### src/sv/stmm_pkg.sv
// ----------------------------------------------------------------------------
// stmm_pkg: shared constants for the sparse triplet matrix multiply block
// Default sizes and the func codes of an input item.
// ----------------------------------------------------------------------------
package stmm_pkg;

    localparam int TABLE_DEPTH_DEF = 32;
    localparam int MAX_OUT_DEF     = 32;
    localparam int INDEX_BITS_DEF  = 8;

    // func codes of an input item
    localparam logic [1:0] FUNC_LOAD_A  = 2'd0;
    localparam logic [1:0] FUNC_LOAD_BT = 2'd1;
    localparam logic [1:0] FUNC_COMPUTE = 2'd2;

endpackage

### src/sv/sparse_triplet_matrix_multiply_top.sv
// ----------------------------------------------------------------------------
// sparse_triplet_matrix_multiply_top: sparse product of A and B in triplet form
// Loads triples of A and B-transposed into two tables, then merges row runs
// on column index with one shared multiply-accumulate and emits product terms.
// ----------------------------------------------------------------------------
// Load items are accepted back to back. A compute item runs each merge step
// as a table read, then compare and multiply; a pair-end step follows each
// pair of row runs and a final step closes the run, both of which can wait
// on result_stall. Each term is held until the next one is known or the run
// ends, then goes out through the output register; the last is marked.
// Reset clears counts, flags and the sequencer; table contents stay undefined.
// ----------------------------------------------------------------------------
module sparse_triplet_matrix_multiply_top
    import stmm_pkg::*;
#(
    parameter int TABLE_DEPTH = TABLE_DEPTH_DEF,
    parameter int MAX_OUT     = MAX_OUT_DEF,
    parameter int INDEX_BITS  = INDEX_BITS_DEF
)
(
    input  logic               clk,
    input  logic               rst_n,

    input  logic               item_valid,
    output logic               item_stall,
    input  logic [1:0]         func,
    input  logic [7:0]         row_index,
    input  logic [7:0]         col_index,
    input  logic signed [15:0] value,

    output logic               result_valid,
    input  logic               result_stall,
    output logic [7:0]         out_row,
    output logic [7:0]         out_col,
    output logic signed [31:0] out_value,
    output logic               term_valid,
    output logic               overflow,
    output logic               last
);

    // Derived sizes
    localparam int IB           = INDEX_BITS;
    localparam int AW           = $clog2(TABLE_DEPTH);
    localparam int CW           = $clog2(TABLE_DEPTH + 1);
    localparam int RESULT_LIMIT = (MAX_OUT < 32) ? MAX_OUT : 32;
    localparam int NW           = $clog2(RESULT_LIMIT + 1);
    // |product| <= 2^30, at most TABLE_DEPTH products per pair, plus sign
    localparam int ACC_W        = 33 + $clog2(TABLE_DEPTH);
    localparam int EW           = 2 * IB + 16;

    typedef enum logic [2:0] {
        ST_IDLE,
        ST_RD,
        ST_EX,
        ST_PAIR_END,
        ST_FINISH
    } state_t;

    // Table storage: {row, col, value} per entry
    logic [EW-1:0] a_mem  [TABLE_DEPTH];
    logic [EW-1:0] bt_mem [TABLE_DEPTH];

    state_t state_reg, state_next;
    logic [CW-1:0] a_cnt_reg, a_cnt_next;
    logic [CW-1:0] b_cnt_reg, b_cnt_next;
    logic          lovf_reg, lovf_next;
    logic [CW-1:0] ia_reg, ia_next;       // start of current A run
    logic [CW-1:0] ib_reg, ib_next;       // start of current BT run
    logic [CW-1:0] i_reg, i_next;         // merge pointer into A
    logic [CW-1:0] j_reg, j_next;         // merge pointer into BT
    logic          first_reg, first_next;
    logic [IB-1:0] a_row_reg, a_row_next;
    logic [IB-1:0] b_row_reg, b_row_next;
    logic signed [ACC_W-1:0] acc_reg, acc_next;
    logic signed [31:0] prod_reg, prod_next;
    logic          prod_vld_reg, prod_vld_next;
    logic [NW-1:0] n_reg, n_next;
    logic          ovf_reg, ovf_next;

    // Held term: sent once the next term shows up or the run ends
    logic          hold_vld_reg, hold_vld_next;
    logic [7:0]    hold_row_reg, hold_row_next;
    logic [7:0]    hold_col_reg, hold_col_next;
    logic [31:0]   hold_val_reg, hold_val_next;

    // Output register
    logic          out_vld_reg, out_vld_next;
    logic [7:0]    out_row_reg, out_row_next;
    logic [7:0]    out_col_reg, out_col_next;
    logic [31:0]   out_val_reg, out_val_next;
    logic          out_term_reg, out_term_next;
    logic          out_ovf_reg, out_ovf_next;
    logic          out_last_reg, out_last_next;

    // Table read data, registered
    logic [IB-1:0]      a_rd_row_reg, a_rd_col_reg;
    logic signed [15:0] a_rd_val_reg;
    logic [IB-1:0]      b_rd_row_reg, b_rd_col_reg;
    logic signed [15:0] b_rd_val_reg;

    // Load path
    logic          item_accept;
    logic          a_we, b_we;
    logic [IB+7:0] row_ext, col_ext;
    logic [EW-1:0] wr_word;

    // Merge step
    logic [IB-1:0]      a_row_cur, b_row_cur;
    logic               a_in, b_in;
    logic signed [31:0] mul;

    // Pair result
    logic               sum_nz;
    logic               sat_hi, sat_lo;
    logic [31:0]        sum_sat;
    logic [IB+7:0]      a_row_ext, b_row_ext;
    logic               out_free;
    logic               room;

    assign item_accept = item_valid && !item_stall;
    assign item_stall  = (state_reg != ST_IDLE);
    assign out_free    = !out_vld_reg || !result_stall;

    // low INDEX_BITS of the 8-bit index fields are kept
    assign row_ext = {{IB{1'b0}}, row_index};
    assign col_ext = {{IB{1'b0}}, col_index};
    assign wr_word = {row_ext[IB-1:0], col_ext[IB-1:0], value};

    assign a_row_cur = first_reg ? a_rd_row_reg : a_row_reg;
    assign b_row_cur = first_reg ? b_rd_row_reg : b_row_reg;
    assign a_in      = (i_reg < a_cnt_reg) && (a_rd_row_reg == a_row_cur);
    assign b_in      = (j_reg < b_cnt_reg) && (b_rd_row_reg == b_row_cur);
    assign mul       = 32'(a_rd_val_reg) * 32'(b_rd_val_reg);

    assign sum_nz  = (acc_reg != '0);
    assign sat_hi  = !acc_reg[ACC_W-1] && (|acc_reg[ACC_W-2:31]);
    assign sat_lo  = acc_reg[ACC_W-1] && !(&acc_reg[ACC_W-2:31]);
    assign sum_sat = sat_hi ? 32'h7FFF_FFFF :
                     sat_lo ? 32'h8000_0000 : acc_reg[31:0];
    assign a_row_ext = {8'd0, a_row_reg};
    assign b_row_ext = {8'd0, b_row_reg};
    assign room      = (n_reg < NW'(RESULT_LIMIT));

    always_comb
    begin
        state_next    = state_reg;
        a_cnt_next    = a_cnt_reg;
        b_cnt_next    = b_cnt_reg;
        lovf_next     = lovf_reg;
        ia_next       = ia_reg;
        ib_next       = ib_reg;
        i_next        = i_reg;
        j_next        = j_reg;
        first_next    = first_reg;
        a_row_next    = a_row_reg;
        b_row_next    = b_row_reg;
        acc_next      = prod_vld_reg ? acc_reg + ACC_W'(prod_reg) : acc_reg;
        prod_next     = prod_reg;
        prod_vld_next = 1'b0;
        n_next        = n_reg;
        ovf_next      = ovf_reg;
        hold_vld_next = hold_vld_reg;
        hold_row_next = hold_row_reg;
        hold_col_next = hold_col_reg;
        hold_val_next = hold_val_reg;
        out_vld_next  = out_vld_reg && result_stall;
        out_row_next  = out_row_reg;
        out_col_next  = out_col_reg;
        out_val_next  = out_val_reg;
        out_term_next = out_term_reg;
        out_ovf_next  = out_ovf_reg;
        out_last_next = out_last_reg;
        a_we          = 1'b0;
        b_we          = 1'b0;

        case (state_reg)
            ST_IDLE:
            begin
                if (item_accept)
                begin
                    case (func)
                        FUNC_LOAD_A:
                        begin
                            if (a_cnt_reg == CW'(TABLE_DEPTH))
                                lovf_next = 1'b1;
                            else
                            begin
                                a_we       = 1'b1;
                                a_cnt_next = a_cnt_reg + 1'b1;
                            end
                        end
                        FUNC_LOAD_BT:
                        begin
                            if (b_cnt_reg == CW'(TABLE_DEPTH))
                                lovf_next = 1'b1;
                            else
                            begin
                                b_we       = 1'b1;
                                b_cnt_next = b_cnt_reg + 1'b1;
                            end
                        end
                        FUNC_COMPUTE:
                        begin
                            ovf_next      = lovf_reg;
                            n_next        = '0;
                            hold_vld_next = 1'b0;
                            ia_next       = '0;
                            ib_next       = '0;
                            i_next        = '0;
                            j_next        = '0;
                            first_next    = 1'b1;
                            acc_next      = '0;
                            if (a_cnt_reg == '0 || b_cnt_reg == '0)
                                state_next = ST_FINISH;
                            else
                                state_next = ST_RD;
                        end
                        default:
                        begin
                        end
                    endcase
                end
            end

            ST_RD:
            begin
                state_next = ST_EX;
            end

            ST_EX:
            begin
                a_row_next = a_row_cur;
                b_row_next = b_row_cur;
                first_next = 1'b0;
                state_next = ST_RD;
                if (a_in && b_in)
                begin
                    if (a_rd_col_reg < b_rd_col_reg)
                        i_next = i_reg + 1'b1;
                    else if (a_rd_col_reg > b_rd_col_reg)
                        j_next = j_reg + 1'b1;
                    else
                    begin
                        prod_next     = mul;
                        prod_vld_next = 1'b1;
                        i_next        = i_reg + 1'b1;
                        j_next        = j_reg + 1'b1;
                    end
                end
                else if (a_in)
                    i_next = i_reg + 1'b1;
                else if (b_in)
                    j_next = j_reg + 1'b1;
                else
                    state_next = ST_PAIR_END;   // i, j now at both run ends
            end

            ST_PAIR_END:
            begin
                if (!(sum_nz && room && hold_vld_reg && !out_free))
                begin
                    if (sum_nz)
                    begin
                        if (room)
                        begin
                            if (hold_vld_reg)
                            begin
                                out_vld_next  = 1'b1;
                                out_row_next  = hold_row_reg;
                                out_col_next  = hold_col_reg;
                                out_val_next  = hold_val_reg;
                                out_term_next = 1'b1;
                                out_ovf_next  = 1'b0;
                                out_last_next = 1'b0;
                            end
                            hold_vld_next = 1'b1;
                            hold_row_next = a_row_ext[7:0];
                            hold_col_next = b_row_ext[7:0];
                            hold_val_next = sum_sat;
                            n_next        = n_reg + 1'b1;
                        end
                        else
                            ovf_next = 1'b1;
                    end
                    acc_next   = '0;
                    first_next = 1'b1;
                    if (j_reg < b_cnt_reg)
                    begin
                        // next BT run against the same A run
                        ib_next    = j_reg;
                        i_next     = ia_reg;
                        state_next = ST_RD;
                    end
                    else if (i_reg < a_cnt_reg)
                    begin
                        // next A run, BT from the top
                        ia_next    = i_reg;
                        ib_next    = '0;
                        j_next     = '0;
                        state_next = ST_RD;
                    end
                    else
                        state_next = ST_FINISH;
                end
            end

            ST_FINISH:
            begin
                if (out_free)
                begin
                    out_vld_next  = 1'b1;
                    out_row_next  = hold_vld_reg ? hold_row_reg : 8'd0;
                    out_col_next  = hold_vld_reg ? hold_col_reg : 8'd0;
                    out_val_next  = hold_vld_reg ? hold_val_reg : 32'd0;
                    out_term_next = hold_vld_reg;
                    out_ovf_next  = ovf_reg;
                    out_last_next = 1'b1;
                    hold_vld_next = 1'b0;
                    a_cnt_next    = '0;
                    b_cnt_next    = '0;
                    lovf_next     = 1'b0;
                    state_next    = ST_IDLE;
                end
            end

            default:
            begin
                state_next = ST_IDLE;
            end
        endcase
    end

    always_ff @(posedge clk or negedge rst_n)
    begin
        if (!rst_n)
        begin
            state_reg    <= ST_IDLE;
            a_cnt_reg    <= '0;
            b_cnt_reg    <= '0;
            lovf_reg     <= 1'b0;
            ia_reg       <= '0;
            ib_reg       <= '0;
            i_reg        <= '0;
            j_reg        <= '0;
            first_reg    <= 1'b0;
            prod_vld_reg <= 1'b0;
            n_reg        <= '0;
            ovf_reg      <= 1'b0;
            hold_vld_reg <= 1'b0;
            out_vld_reg  <= 1'b0;
        end
        else
        begin
            state_reg    <= state_next;
            a_cnt_reg    <= a_cnt_next;
            b_cnt_reg    <= b_cnt_next;
            lovf_reg     <= lovf_next;
            ia_reg       <= ia_next;
            ib_reg       <= ib_next;
            i_reg        <= i_next;
            j_reg        <= j_next;
            first_reg    <= first_next;
            prod_vld_reg <= prod_vld_next;
            n_reg        <= n_next;
            ovf_reg      <= ovf_next;
            hold_vld_reg <= hold_vld_next;
            out_vld_reg  <= out_vld_next;
        end
    end

    // Payload registers, no reset
    always_ff @(posedge clk)
    begin
        a_row_reg    <= a_row_next;
        b_row_reg    <= b_row_next;
        acc_reg      <= acc_next;
        prod_reg     <= prod_next;
        hold_row_reg <= hold_row_next;
        hold_col_reg <= hold_col_next;
        hold_val_reg <= hold_val_next;
        out_row_reg  <= out_row_next;
        out_col_reg  <= out_col_next;
        out_val_reg  <= out_val_next;
        out_term_reg <= out_term_next;
        out_ovf_reg  <= out_ovf_next;
        out_last_reg <= out_last_next;
    end

    // Tables: one write port, one registered read port each
    always_ff @(posedge clk)
    begin
        if (a_we)
            a_mem[a_cnt_reg[AW-1:0]] <= wr_word;
        {a_rd_row_reg, a_rd_col_reg, a_rd_val_reg} <= a_mem[i_reg[AW-1:0]];
    end

    always_ff @(posedge clk)
    begin
        if (b_we)
            bt_mem[b_cnt_reg[AW-1:0]] <= wr_word;
        {b_rd_row_reg, b_rd_col_reg, b_rd_val_reg} <= bt_mem[j_reg[AW-1:0]];
    end

    assign result_valid = out_vld_reg;
    assign out_row      = out_row_reg;
    assign out_col      = out_col_reg;
    assign out_value    = out_val_reg;
    assign term_valid   = out_term_reg;
    assign overflow     = out_ovf_reg;
    assign last         = out_last_reg;

endmodule

### config.mk
export PLATFORM = sky130hd
export DESIGN_NAME = sparse_triplet_matrix_multiply_top
export DESIGN_NICKNAME = d
export VERILOG_FILES = /design/src/sv/stmm_pkg.sv /design/src/sv/sparse_triplet_matrix_multiply_top.sv
export SDC_FILE = /design/constraint.sdc
export NUM_CORES = 2
export LEC_CHECK = 0
export BUFFER_PORTS_ARGS = -buffer_cell sky130_fd_sc_hd__buf_2
export CAP_MARGIN = 20
export CORE_MARGIN = 1.5
export CORE_UTILIZATION = 35
export CTS_CLUSTER_DIAMETER = 200
export DETAILED_ROUTE_END_ITERATION = 16
export MAX_ROUTING_LAYER = met4
export PLACE_DENSITY = 0.49
export SYNTH_ARGS = -nofsm -noshare
export SYNTH_HDL_FRONTEND = slang
export SYNTH_SLANG_ARGS = --single-unit
### constraint.sdc
create_clock -name clk -period 11.35 [get_ports clk]
set_input_delay 2.27 -clock clk [delete_from_list [all_inputs] [get_ports clk]]
set_output_delay 2.27 -clock clk [all_outputs]
set_load 0.01 [all_outputs]
==> impl_results.md <==
* Mux cell area share after synthesis at 0.152
* Dpl cells at ~9000
* Max_cap viols at 0
* Yosys warns at 0
* H-tree levels at 5
* CP max stage delay at about 0.85 ns
* Antenna Nets Post-Route at 0
* Clk sinks at 2342
* Overall Global Routing Usage at 0.186
* Synthesized area per cell at just under 20 um^2
* Initial Utilization at 0.352
* Vias per cell at roughly 5.2
* Most frequent cells in the layout: edfxtp_1 (2195), mux4_2 (640), inv_1 (325)
* Die area at 0.290 mm^2
* Crit path max-delay cell type: fa_1
* Global-route wire length before repair at 380 mm
* Core box area at 0.285 mm^2
* Final Max Slew Viols at 0
* Synth unique cells at between 90 and 100
* Synth Cell Area at around 0.1 mm^2
* XOR/XNOR Fraction of Synth Area at 0.00733
* Predominant post-synthesis flop cell: edfxtp_1
* TNS Setup at 0 ns
* Area grow syn2layout at 14.3%
* I/O pins at 91
* Relative slew slack at 0.262
* RSZ-0062 raised after global routing: false
* CP arrival at 7.21 ns
* Die width at 538 um
* Required @ worst endpoint at 11.89 ns
* Initial drt markers at 4459
* Startpoint types: flip-flop
* Clock-pin slew on the worst setup and hold paths at 0.06 ns
* Initial antenna violation count at 20
* Post-synth EDFFs at around 2200
* Worst slew pin tran at 1.11 ns
* Final Non-Filler Cells at 9478
* Critical Path End Type: flip-flop
* CP Class: flip-flop to flip-flop
* Syn Inst Count at between 5000 and 6000
* Synth Area in Compound Gates at 0.0225
* Asr flop ratio synth at 0.0192
* Worst path buffer plus inverter count at 3
* Via Count at 49200
* Worst min-delay path class: flip-flop to flip-flop
* Hold buffers post-CTS at 0
* Synth Area in Adders at 0.0709
* Die H at around 540 um
* # DRC at 0
* RD Place Congestion at about 0.84
* Tcrit/Tclk final at 0.588
* Seq/Total Area, Yosys at 0.689
* Tmin final at 6.67 ns
* Final design utilization at 0.402
* Syn nets at 5654
* Vias in the first global route at 51400
* Yosys reg bits at 2342
* Rows at 196
* CTS resizes at 0
* DRT Pass-1 Iters at 5
* Clock buffer count from CTS at 267
* Synth Area in Simple Gates at 0.0376
* Largest net degree at the start of global routing at 127
* Gr ovfl total at 0
* Hold Vio Cnt, Final at 0
* Cell family with most CP delay: adder cells
* Drt total wl at 264 mm
* Worst-path cell chain: nand2_1 > inv_1 > fa_1 > fa_1 > fa_1 > fa_1 > fa_1 > inv_1 > fa_1 > inv_1 > ha_1 > and2_1 > nand4_1 > o21a_1 > nand3_1 > o311ai_0 > a31oi_1 > nor4_1 > a311oi_1
* Crit Path Max Fanout at 16
* Postcts setup bufs at 0
* Clock Skews at 0.0484 ns
* Port Buf Inserts at 90
* Routed WL per cell at 27.9 um
* Clock Tree Root: clkbuf_16
* Final #Nets at approximately 5900
* Largest family of logic cells by synthesized area: multiplexers
* CTS tree: yes
* Worst-case clock buffer depth at 4
* Fraction of layout cells with a size suffix above 1 at 0.244
* Final setup vio count at 0
* Achievable frequency at 0.150 GHz
* Commonest non-fill, non-tap cell in the layout: edfxtp_1
* Worst skew pair latency at 0.85 ns
* Most frequent cell on the critical path: fa_1
* Detail Placement HPWL at 148 mm
* Status: finished, final reports clean
logic make-up after synthesis:
family / count (synthesis)
xor gates and xnor gates: 84
buffers and inverters: 555
adders and majority gates: 411
AOI/OAI and AO/OA: 311
muxes: 713
DFF: 2342
and+or+nand+nor: 789
path summary, 6_finish.rpt:
check | startpoint | endpoint | slack, ns | cells past startpoint
setup / recovery | b_rd_val_reg[1]$_DFF_P_ | prod_reg[31]$_DFFE_PP_ | 4.68 | 19
hold / removal | a_row_reg[0]$_DFFE_PP_ | hold_row_reg[0]$_DFFE_PP_ | 0.48 | 0
setup reg to reg | b_rd_val_reg[1]$_DFF_P_ | prod_reg[31]$_DFFE_PP_ | 4.68 | 19
hold reg to reg | a_row_reg[0]$_DFFE_PP_ | hold_row_reg[0]$_DFFE_PP_ | 0.48 | 0
max in group asynchronous | rst_n | i_reg[0]$_DFFE_PN0P_ | 9.13 | 2
min in group asynchronous | rst_n | b_cnt_reg[2]$_DFFE_PN0P_ | 1.60 | 2
per-layer routing:
metal | track usage | wire length [um] | vias up
met5 | - | 0 | -
met4 | 0.0454 | 5880 | 0
met3 | 0.0261 | 12500 | 317
met2 | 0.291 | 126000 | 1222
met1 | 0.258 | 120000 | 26700
li1 | - | - | 21000
stage by stage:
step	cell area (um^2)	worst slack [ns]	hold slack [ns]
final	115000	4.68	0.477
after global routing	115000	4.25	0.510
after CTS	115000	4.66	0.474
after detailed placement	106000	4.66	0.491
after global placement	106000	4.73	0.487
after floorplan	100000	4.49	0.447
final cells by class:
cell class	count	area, um^2
antenna	43	108
clock buffer	357	7250
clock inverter	112	1140
fill	25500	170000
inverter	331	1250
multi-input combinational	2308	29600
sequential	2342	69100
tap	3762	4710
timing repair buffer	223	1540
Yosys cell counts (4+ instances only):
cell,instances,area [um^2]
nor3_1,18,90.1
nor2b_1,53,332
a31oi_1,6,37.5
a22oi_1,4,30.0
a211o_1,4,35.0
or2_2,5,31.3
nor2_1,173,649
or3_1,10,62.6
nor4_1,15,93.8
buf_1,40,150
and2_1,126,788
xnor2_1,56,490
a22o_1,11,96.3
a21oi_1,56,280
buf_6,5,56.3
a21oi_2,5,43.8
o21a_1,49,368
inv_1,327,1230
o22ai_1,9,56.3
a21o_1,25,188
o211ai_1,7,52.6
edfxtp_1,2195,65900
mux2_2,49,552
nand4_1,21,131
and3_1,16,100
fa_1,263,5270
clkbuf_1,174,653
a21boi_0,4,30.0
ha_1,148,1850
dfxtp_1,102,2040
o21bai_1,6,45.0
mux4_2,640,14400
dfrtp_1,45,1130
mux2i_1,23,230
xor2_1,28,245
o21ai_0,52,260
nand2_1,282,1060
nand2b_1,14,87.6
a211oi_1,14,105
nand3_1,37,185
Power is left out: the tool's default activity adds up to more than one toggle a clock period on the data nets, which glitch-free logic cannot reach.
